### config.mk
export PLATFORM = sky130hd
export DESIGN_NAME = pcti_front
export DESIGN_NICKNAME = d
export VERILOG_FILES = /design/src/design/periodic_cubic_table_interpolator_unit_macros.svh /design/src/design/pcti_pkg.sv /design/src/design/pcti_front.sv
export SDC_FILE = /design/constraint.sdc
export NUM_CORES = 1
export LEC_CHECK = 0
export ABC_CLOCK_PERIOD_IN_PS = 7500
export BUFFER_PORTS_ARGS = -buffer_cell sky130_fd_sc_hd__buf_2
export CAP_MARGIN = 20
export CORE_MARGIN = 2
export CORE_UTILIZATION = 31
export CTS_CLUSTER_DIAMETER = 120
export DETAILED_ROUTE_END_ITERATION = 10
export PLACE_DENSITY_LB_ADDON = 0.15
export RECOVER_POWER = 100
export SYNTH_ARGS = -nofsm -noshare
export SYNTH_HDL_FRONTEND = slang
export SYNTH_SLANG_ARGS = --single-unit
### constraint.sdc
create_clock -name clk_i -period 7.5 [get_ports clk_i]
set_input_delay 0.375 -clock clk_i [delete_from_list [all_inputs] [get_ports clk_i]]
set_output_delay 0.375 -clock clk_i [all_outputs]
set_load 0.05 [all_outputs]
### src/design/periodic_cubic_table_interpolator_unit_macros.svh
// Assertion macros used by the interpolator back end.
// Expects clk_i and rst_ni in the including module.
`ifndef PERIODIC_CUBIC_TABLE_INTERPOLATOR_UNIT_MACROS_SVH
`define PERIODIC_CUBIC_TABLE_INTERPOLATOR_UNIT_MACROS_SVH

// Plain property check, disabled during reset.
`define PCTI_ASSERT(lbl, prop, msg) \
  lbl: assert property (@(posedge clk_i) disable iff (!rst_ni) prop) else $error(msg);

// Same-cycle implication.
`define PCTI_ASSERT_IMP(lbl, ante, cons, msg) \
  `PCTI_ASSERT(lbl, (ante) |-> (cons), msg)

`endif

### src/design/pcti_pkg.sv
// Shared constants and types for the periodic cubic table interpolator.
// No dependencies.
package pcti_pkg;

  localparam int ENTRIES_DEF = 64;
  localparam int QDEPTH      = 2;

  localparam int HW   = 25;        // heading width
  localparam int VW   = 32;        // value width
  localparam int IW   = 6;         // entry index width
  localparam int TSW  = 7;         // table_size width
  localparam int RW   = HW + VW;   // table word
  localparam int DW   = 64;        // datapath word
  localparam int DVW  = 28;        // divisor / interval width
  localparam int XW   = 27;        // wrapped heading width
  localparam int MW   = 51;        // secant / end slope width
  localparam int PW   = 54;        // polynomial coefficient width
  localparam int SW   = 50;        // final sum width
  localparam int FRAC = 16;

  localparam int TS_MIN = 3;
  localparam logic [TSW-1:0] TS_RESET = 7'd3;

  localparam logic signed [XW-1:0] DEG360 = 27'sd23592960;
  localparam logic [DW-3:0] LIM = '1;

  localparam logic REQ_WRITE = 1'b0;
  localparam logic REQ_QUERY = 1'b1;

  typedef struct packed {
    logic                 req_type;
    logic [IW-1:0]        index;
    logic [HW-1:0]        heading;
    logic signed [VW-1:0] value;
  } pcti_item_t;

endpackage

### src/design/pcti_front.sv
// Front end: accepts items, drops writes beyond the table, queues the rest.
// Depends on pcti_pkg.
module pcti_front #(
  parameter int ENTRIES = pcti_pkg::ENTRIES_DEF
) (
  input  logic                       clk_i,
  input  logic                       rst_ni,
  input  logic                       start_i,
  output logic                       busy_o,
  input  logic                       req_type_i,
  input  logic [pcti_pkg::IW-1:0]    entry_index_i,
  input  logic [pcti_pkg::HW-1:0]    entry_heading_i,
  input  logic signed [pcti_pkg::VW-1:0] entry_value_i,
  input  logic [pcti_pkg::HW-1:0]    query_heading_i,
  output logic                       item_valid_o,
  input  logic                       item_ready_i,
  output pcti_pkg::pcti_item_t       item_o
);
  import pcti_pkg::*;

  localparam int PTRW = (QDEPTH > 1) ? $clog2(QDEPTH) : 1;
  localparam int CNTW = $clog2(QDEPTH + 1);

  pcti_item_t      slot_q [QDEPTH];
  logic [PTRW-1:0] wptr_q, rptr_q;
  logic [CNTW-1:0] cnt_q;
  logic            keep, push, pop;
  pcti_item_t      item_in;

  always_comb begin
    keep = (req_type_i == REQ_QUERY) || (32'(entry_index_i) < ENTRIES);
    push = start_i && !busy_o && keep;
    pop  = item_valid_o && item_ready_i;
    item_in.req_type = req_type_i;
    item_in.index    = entry_index_i;
    item_in.heading  = (req_type_i == REQ_QUERY) ? query_heading_i : entry_heading_i;
    item_in.value    = entry_value_i;
  end

  always_ff @(posedge clk_i or negedge rst_ni) begin
    if (!rst_ni) begin
      wptr_q <= '0;
      rptr_q <= '0;
      cnt_q  <= '0;
    end else begin
      if (push) begin
        wptr_q <= (wptr_q == PTRW'(QDEPTH - 1)) ? '0 : wptr_q + 1'b1;
      end
      if (pop) begin
        rptr_q <= (rptr_q == PTRW'(QDEPTH - 1)) ? '0 : rptr_q + 1'b1;
      end
      if (push && !pop) begin
        cnt_q <= cnt_q + 1'b1;
      end else if (pop && !push) begin
        cnt_q <= cnt_q - 1'b1;
      end
    end
  end

  always_ff @(posedge clk_i) begin
    if (push) begin
      slot_q[wptr_q] <= item_in;
    end
  end

  assign busy_o       = (cnt_q == CNTW'(QDEPTH));
  assign item_valid_o = (cnt_q != '0);
  assign item_o       = slot_q[rptr_q];

endmodule

Yosys cells after proc, flatten, opt, wreduce, memory -nomap -nowiden
Memory sizes are Yosys's and may differ from the RTL's.
Cells that the tools add are included.
Widths: inputs -> output; s select.
{"block": "word_totals", "regBits": 4, "ram_bits": 128, "input_bits": 93, "out_inout_bits": 66, "wordCells": 25, "n_memories": 1}
{"name": "slot_q", "words": 2, "width": 64, "rd": 1, "rd_ports_with_merged_regs": 0, "write_ports": 1, "line_no": "pcti_front.sv:24", "text": "pcti_item_t slot_q [QDEPTH];"}
{"block": "classes", "addsub": 4, "n_eq_ne": 1, "mux": 7, "reduce_logical": 9}
{"operator": "$mux 25", "count": 1}
{"operator": "$logic_and 1x1->1", "count": 4}
{"operator": "$mux 1", "count": 4}
{"operator": "$mux 2", "count": 2}
{"operator": "$reduce_bool 2->1", "count": 2}
{"operator": "$logic_not 1->1", "count": 3}
{"operator": "$add 1x1->1 const B", "count": 2}
{"operator": "$add 2x1->2 const B", "count": 1}
{"operator": "$eq 2x2->1 const B", "count": 1}
{"operator": "$sub 2x1->2 const B", "count": 1}

Depth between registers and ports, before layout
Gate-level depths: netlist of the first run.
{"block": "logic_depth", "depth_word": 7, "depth_mapped": 7, "ltp_nobuf": 7}

Least setup slack after synthesis of the first run
Ideal clock, no wire load.
{"block": "synth_path", "path_kind": "register -> register", "start": "reg cnt_q[0]", "end": "mem slot_q[0][0] in the netlist's numbering (enable)", "setup_ns": 0.486, "arrival_ns": 3.299, "slack_ns": 3.715, "stages_incl_launch_ff": 4, "n_path_buf": 0, "period_less_slack_ns": 3.785, "path_cell_list": "dfrtp_1 -> nand2b_1 -> nand2_1 -> nor2_1"}
{"block": "synth_between", "elab_chain_len": 5}
{"item": "from (decl)", "line_no": "pcti_front.sv:26", "text": "logic [CNTW-1:0] cnt_q;"}
{"item": "from (signal assigned)", "line_no": "pcti_front.sv:53", "text": "cnt_q <= cnt_q + 1'b1;"}
{"item": "from (signal assigned)", "line_no": "pcti_front.sv:55", "text": "cnt_q <= cnt_q - 1'b1;"}
{"item": "$eq 2x2->1", "line_no": "pcti_front.sv:66", "text": "assign busy_o = (cnt_q == CNTW'(QDEPTH));"}
{"item": "$logic_not 1->1", "line_no": "pcti_front.sv:32", "text": "push = start_i && !busy_o && keep;"}
{"item": "$logic_and 1x1->1", "line_no": "pcti_front.sv:32"}
{"item": "$mux 1", "line_no": "pcti_front.sv:61", "text": "if (push) begin"}
{"item": "$mux 1 (not written as such)", "line_no": "pcti_front.sv:62", "text": "slot_q[wptr_q] <= item_in;"}
{"item": "to (decl)", "line_no": "pcti_front.sv:24"}
No other way between the ends.

Worst setup path after layout of the first run
{"block": "layout_path", "start": "reg cnt_q[0]", "end": "mem slot_q[0][13] in the netlist's numbering (enable)"}
Same word-level chain as after synthesis.

==> results.txt, run 1 <==
The clock latency on the worst-skew pair is ~0.40 ns. The layout net count is 510. The power density over the cells came out at ~470 mW/mm2. In the routed design, unresolved DRC markers number 0. The synthesized netlist net count came out at 340.

The termination of the worst setup path is slot_q[0][13]$_DFFE_PP_. Once layout is complete, the utilization of the core stands at around 41%. The first-pass detailed-route iteration total came out at 4. Data on the critical path is required at its endpoint by between 7 and 8 ns. During synthesis, Yosys emitted a total of 0 warnings. The multi-input combinational cells in the finished layout cover a total of around 0.0013 mm2. The post-detailed-route count of antenna-violating nets came out at 0. The number of hold violations in the final report came out at 0. No sink is reached through more buffers than the 2 on the longest clock path.

The share of layout cells above drive strength 1 is approximately two fifths. The tightest min-delay check is of the in -> reg type. The flow ran to the end, but the final reports show violations. Setup repair after global routing left no endpoint under its margin. Measured against its own limit, the worst slew margin works out to -111.6%.

The final antenna diode count is 0. The portion of the post-synthesis area used by sequential elements is 73.85%. The part of the power in registers came out at 34.4%. The flop-to-flop setup slack is roughly 3.7 ns.

Synthesis produced roughly 250 cells. The cell depth of the worst flop-to-flop path is 4. The number of global-route vias before repair came out at between 2,000 and 3,000. The height of the die came out at roughly 140 um. The number of failing setup endpoints in the final timing report came out at 0. The standby leakage power came out at approximately 0.0025 uW. The wire length of the first global-routing pass is roughly 16,000 um. The worst setup path startpoint is cnt_q[0]$_DFFE_PN0P_. The count of cells in the finished layout, fillers not included, comes to between 600 and 700. The final worst clock skew came out at 0.006295 ns. Hold timing on the final database bottoms out at a slack of about 0.16 ns. The starting DRC count in detailed routing is roughly 110. The number of clock buffers added by TritonCTS is 17. The max-slew violation total from the final report is 125.

The ratio of final minimum period to clock period came out at approximately half. The number of standard-cell rows in the floorplan is 47. Summing all flip-flop and latch instances after layout gives around 0.0039 mm2. Dividing the detail-routed via count by the number of cells gives 4.208. The number of cells upsized or downsized after cts came out at 0. The clock transition time at the flip-flop clock pins of the worst setup and hold paths came out at around 0.060 ns. Across all layers, the routed design uses around 2,700 vias.

The maximum number of pins on one net before global-route repair came out at 65. The aggregate routed wire length is 10,100 um. The startpoint identified for the worst register-to-register timing path is cnt_q[0]$_DFFE_PN0P_. The slew of the pin with the lowest slew margin came out at approximately 3.2 ns. The proportion of total power due to net switching is approximately two fifths. The part of the power in the clock network is ~27%. The placed instance count is 616. Summed over all layers, the global routing overflow is 0. The total clock sinks came out at 132. The congestion estimate from routability-driven global placement came to approximately 0.65. The initial utilization of the core area, before any placement, comes to a little under a third. The checks that failed: max-capacitance violations, max-slew violations. At the worst endpoint, the arrival time is between 3 and 4 ns. The all-layer global routing usage is a little under an eighth. The average instance in the mapped netlist occupies ~22 um2. The count of distinct cell types in the synthesized netlist came out at 16. The initial antenna violation count was 0.

The worst vdd rail ir drop is between 0.15 and 0.2 mV. The count of buffers added by post-CTS timing repair for setup came out at 0. The clock period minus final worst setup slack came out at approximately 3.8 ns.

The number of port buffers is about 160. The CTS tree is yes. The HPWL after detailed placement is between 6000 and 7000 um. In this run the standard cell core region covers around 0.017 mm2. The total design power came out at 3176 uW. The type of origin of the critical path is a flop. Along the worst path, the maximum fanout reaches 34. After routing, the total negative slack on setup checks comes to 0 ns. After synthesis the cells add up to ~0.0053 mm2. The average routed wire per standard cell came out at 15.59 um. The hold-fix buffer count after cts is 1. The floorplan die width came out at ~140 um. The endpoint identified for the worst register-to-register timing path is slot_q[0][13]$_DFFE_PP_. The dominant cell type by area after synthesis is edfxtp_1. The H-tree was split into 4 levels. The setup path with the least slack is of type reg -> reg. The filler cell count came out at 1,564. The cell sitting at the root of the clock tree is a clkbuf_16. The endpoint class of the critical path is a flop. The total die area came out at 0.01829 mm2. The cell-internal power came out at 1927 uW. The post-synthesis to final-layout area growth is 27.58%. Derived from the worst setup path, the maximum achievable clock frequency is between 0.2 and 0.3 GHz. The portion of synthesized cell area occupied by the leading cell type is between 70% and 80%.

Combinational logic is responsible for around two fifths of the overall power. The max capacitance violation total is 3. The flop and latch count out of synthesis is approximately 130. 159 I/O pins were placed.

The switching power total came out at 1249 uW. By area the synthesized netlist is led by edfxtp_1 (72%), mux2_4 (14%), mux2_2 (8.2%).
## logic make-up (layout without fill, tap and decap cells)
family                     count (synthesis)  after routing  share of synthesized area (%)
and+or+nand+nor                            7              7                         0.6798
adders and majority gates                  1              1                         0.2343
muxes                                     89             89                          22.28
buffers and inverters                     12            194                          2.132
DFF                                      132            132                          73.85
xor gates and xnor gates                   5              5                         0.8202
## through the flow
stage / setup slack [ns] / area [um2]
global placement: 5.058 / 6331
CTS: 4.578 / 6953
global route: 3.212 / 6813
finish: 3.696 / 6813
floorplan: 3.715 / 5340
detailed placement: 5.005 / 6331
## sequential cells by signal (all words and copies together) (netlist names)
signal and count:
wptr_q 1, cnt_q 2, slot_q 128, rptr_q 1
## worst max-delay path, stage by stage (launching register included)
cell and delay, ns:
dfrtp_1 0.40, nand2b_1 0.16, nand2_1 0.11, nor2_1 2.05
buf_4 0.70
## worst min path at each step
stage | start | end | slack, ns | depth (start not counted)
floorplan | rst_ni | cnt_q[0]$_DFFE_PN0P_ | 0.08 | 0
global placement | rst_ni | cnt_q[0]$_DFFE_PN0P_ | 0.19 | 1
detailed placement | rst_ni | cnt_q[1]$_DFFE_PN0P_ | 0.19 | 1
CTS | entry_index_i[3] | slot_q[1][60]$_DFFE_PP_ | 0.13 | 1
global route | entry_index_i[1] | slot_q[1][58]$_DFFE_PP_ | 0.13 | 1
finish | entry_value_i[30] | slot_q[0][30]$_DFFE_PP_ | 0.16 | 1
## area by class of cell
cell class	instances	share of cell area [%]
flip-flops and latches	132	57.89
clock inverters	14	2.736
multi-input cells	102	18.66
clock buffers	17	6.244
well taps	220	4.040
inverters	2	0.1102
repair buffers	161	10.32
## synthesized netlist by cell type
| cell type | n |
|---|---|
| buf_6 | 9 |
| ha_1 | 1 |
| nor2_1 | 2 |
| and3_1 | 1 |
| buf_2 | 1 |
| nand2_2 | 1 |
| nand2b_1 | 1 |
| mux2_4 | 50 |
| xor2_1 | 2 |
| mux2_2 | 39 |
| or2_2 | 1 |
| inv_1 | 2 |
| edfxtp_1 | 128 |
| xnor2_1 | 3 |
| dfrtp_1 | 4 |
| nand2_1 | 1 |
## layout by cell type, fill, tap and decap left out, drive strengths merged
master       instances
and3                 1
nand2b               1
xnor2                3
buf                 70
edfxtp             128
xor2                 2
ha                   1
dlygate4sd3          1
inv                  3
nand2                2
clkinv               8
clkbuf             107
dfrtp                4
or2                  1
nor2                 2
bufinv               4
clkinvlp             1
mux2                89
## routing by layer
| metal | GRT usage (%) | routed length (um) |
|---|---|---|
| met5 | 0 | 0 |
| met1 | 14.51 | 4581 |
| met3 | 5.200 | 802 |
| met4 | 3.646 | 82 |
| met2 | 17.71 | 4634 |
## power by group through the flow
stage / combinational, uW / sequential [uW] / clock (uW)
after floorplan: 1090 / 1070 / 0
after global placement: 1300 / 1100 / 0
after detailed placement: 1300 / 1110 / 0
after CTS: 1310 / 1090 / 876
after global routing: 1300 / 1110 / 910
final: 1230 / 1090 / 852
Power figures use the tool's default switching activity.
==> run 2, diff against run 1 <==
- ABC_AREA: unset -> 1
- ABC_CLOCK_PERIOD_IN_PS: 7500 -> 3100
- clock period: 7.5 -> 3.1 ns (I/O delays scaled with it)
==> run 2 against run 1 <==
  * The run still ends with max-capacitance violations, max-slew violations left
  * Clock-buffer cell count up 3
  * Power up 140%
  * Sequential share of layout area down 2.0 points
==> results.txt, run 2 <==
The worst vdd rail ir drop came out at 0.4708 mV. The root cell of the clock tree is clkbuf_16. The post-detailed-route count of antenna-violating nets came out at 0. In the global route stage, overall resource usage came out at 12.65%. The tightest hold path in the finished design has a slack of 0.06190 ns.

The checks that failed: max-capacitance violations, max-slew violations. The share of layout cells above drive strength 1 is between 10% and 20%. The starting DRC count in detailed routing came out at about 160.

The count of distinct cell types in the synthesized netlist came out at 17. The maximum number of pins on one net before global-route repair is 66. Summed over its instances, the top area cell type makes up between 70% and 80% of the synthesized netlist area. The number of levels the H-tree was split into is 4. Setup repair after global routing left no endpoint under its margin. At the worst endpoint, the required time is a little under 3 ns. The type of origin of the critical path is a flop. The pre-antenna-repair detailed-routing pass consisted of 4 iterations. Dividing the final minimum period by the clock period gives approximately 77%.

The number of buffers created by CTS came out at 17. For this run, the leading register cell type out of synthesis is edfxtp_1. The critical path in this run is classified as reg -> out.

Timing would allow up to ~0.42 GHz. The number of global-route vias before repair is 3,575. The power density over the cells came out at 1092 mW/mm2. In the final layout, the registers with the most flip-flops are slot_q: 128 flops, cnt_q: 2 flops. The flow ran to the end, but the final reports show violations. The cell area after technology mapping is 0.005285 mm2. The max capacitance violation total came out at 1. The data arrival at the endpoint of the critical path is 2.22 ns. The detailed-placement wirelength estimate came out at between 7000 and 8000 um. The post-synthesis average cell area came out at approximately 13 um2. Clock-pin slew was measured on the worst setup and hold paths at around 0.05 ns. The clock period minus final worst setup slack came out at around 2.4 ns. In the layout the commonest cells are nand2_1 (203), edfxtp_1 (128), clkbuf_1 (98). The aggregate routed wire length came out at about 11,000 um. The area growth from synthesis to layout is 33.57%. The repair_antennas step left the layout with diodes totalling 0. The clock latency on the worst-skew pair came out at 0.41 ns.

STA classifies the critical path endpoint as an output port. The class of the most critical hold timing path is in -> reg. The floorplan step defined a core boundary enclosing roughly 0.017 mm2. The initial utilization of the core area, before any placement, comes to 31.76%. The register with the most flip-flops in the layout has 128 of them. The die is ~130 um tall. The slew of the pin with the lowest slew margin came out at between 1.5 and 2 ns. The die covers ~0.018 mm2. In the synthesized netlist the async set-or-reset flop fraction comes to a little over 3%. The cell with the most instances after synthesis is nand2_1. The number of enable flip-flop cells after synthesis is about 130. The total number of vias came out at approximately 3,500. The via-per-instance ratio came out at ~4.3.

The final worst clock skew came out at 0.006458 ns. The number of failing setup endpoints in the final timing report is 0. The biggest area contributor in the post-synthesis netlist is edfxtp_1.

The number of hold violations in the final report is 0. The gate count of the mapped netlist is 394. The setup TNS after final layout came out at 0 ns. The average routed wire per standard cell came out at approximately 14 um.

The largest driver fanout on the critical path came out at 34. The floorplan die width is 134.6 um. The number of cells upsized or downsized after cts came out at 0.

Yosys attributes the largest share of cell area to edfxtp_1 (73%), nand2_1 (14%), mux2_4 (5.7%). The clock passes through at most 2 buffers. The worst relative slew slack came out at -2.440%. The number of port buffers came out at 158.

The standby leakage power is 0.002833 uW. TritonCTS built the clock tree. The synthesized netlist net count came out at 488. The max-slew violation total from the final report was 28. After detailed routing, the number of remaining DRC violations is 0. The total congestion overflow is 0. ~160 I/O pins were placed. The flop and latch count out of synthesis is approximately 130. The final weighted congestion in routability-driven placement is a little over 0.7. The number of standard-cell rows in the floorplan is 47. The portion of the post-synthesis area used by sequential elements came out at 74.62%. The initial antenna violation count is 0. In the synthesized netlist, the cells that appear most often are nand2_1 (203), edfxtp_1 (128), mux2_4 (20). The wire length of the first global-routing pass came out at approximately 17,000 um. The layout net count came out at ~690. Ranked by flip-flop count, first place goes to slot_q. The number of synthesis warnings is 0.

Leaving out fill and tap cells, the most frequent cell in the layout is nand2_1. The total clock sinks is roughly 130.
## run 2: cell types whose count changed after synthesis, sizes merged
cell and delta:
or2 -1, nand3 +2, nand4 +1, nand2b -1, xor2 -2, xnor2 -2, nand2 +201, and3 -1
mux2 -64, inv +6, o21ai +1, nor2 +1, buf +7
## run 2: cell type report
cell class	instances	area [um2]
fill	1620	9583
timing repair buffer	203	1130
tap	220	275.3
multi-input combinational	237	1105
clock buffer	20	436.7
clock inverter	12	137.6
sequential	132	3945
inverter	8	30.03
## run 2: cell families after synthesis
logic type | after synthesis | synth area share (%)
flops | 132 | 74.62
fa+ha+maj | 1 | 0.2367
compound gates | 1 | 0.09461
buf+inv | 25 | 3.196
xor+xnor | 1 | 0.1657
mux | 25 | 6.747
simple gates | 209 | 14.94
## run 2: worst paths after layout
path	startpoint	cells after the start	endpoint	slack [ns]
max in group asynchronous	rst_ni	2	rptr_q$_DFFE_PN0P_	2.76
min	query_heading_i[5]	2	slot_q[1][37]$_DFFE_PP_	0.06
min in group asynchronous	rst_ni	2	cnt_q[0]$_DFFE_PN0P_	0.11
max	rptr_q$_DFFE_PN0P_	5	item_o[5]	0.72
min reg2reg	cnt_q[1]$_DFFE_PN0P_	2	cnt_q[1]$_DFFE_PN0P_	0.49
max reg2reg	cnt_q[1]$_DFFE_PN0P_	6	slot_q[0][55]$_DFFE_PP_	0.83
## run 2: metrics by stage
| stage | std cells | power (uW) | area (um2) | worst slack, ns | util, % |
|---|---|---|---|---|---|
| 3_3_place_gp | 759 | 5915 | 6264 | 1.085 | 37.64 |
| 2_1_floorplan | 394 | 5123 | 5288 | 0.4390 | - |
| 5_1_grt | 832 | 8105 | 7059 | 0.5633 | 42.42 |
| 6_report | 832 | 7711 | 7059 | 0.7212 | 42.42 |
| 3_5_place_dp | 760 | 5961 | 6284 | 1.134 | 37.76 |
| 4_1_cts | 832 | 7943 | 7258 | 0.8898 | 43.61 |
## run 2: power breakdown
group / switching, uW / internal, uW / total, uW
logic: 2690 / 547 / 3240
clock network: 679 / 1250 / 1930
registers: 90.9 / 2450 / 2540
## run 2: critical path, cell delays in order, from the launching register on
cell,delay (ns)
dfrtp_2,0.40
inv_2,0.47
buf_12,0.28
nand2_1,0.08
nand2_1,0.09
clkbuf_1,0.48
## run 2: routing by layer
layer / share of wire [%] / track usage, %
met2: 45 / 20.27
met4: 1.8 / 5.556
met1: 47 / 16.02
met5: 0 / 0
met3: 6.3 / 3.641
## run 2: repair_timing
action / CTS / global route
endpoints found under the setup margin: 0 / 0
setup buffers: 0 / 0
hold buffers: 40 / 0
hold endpoints to repair: 81 / 0
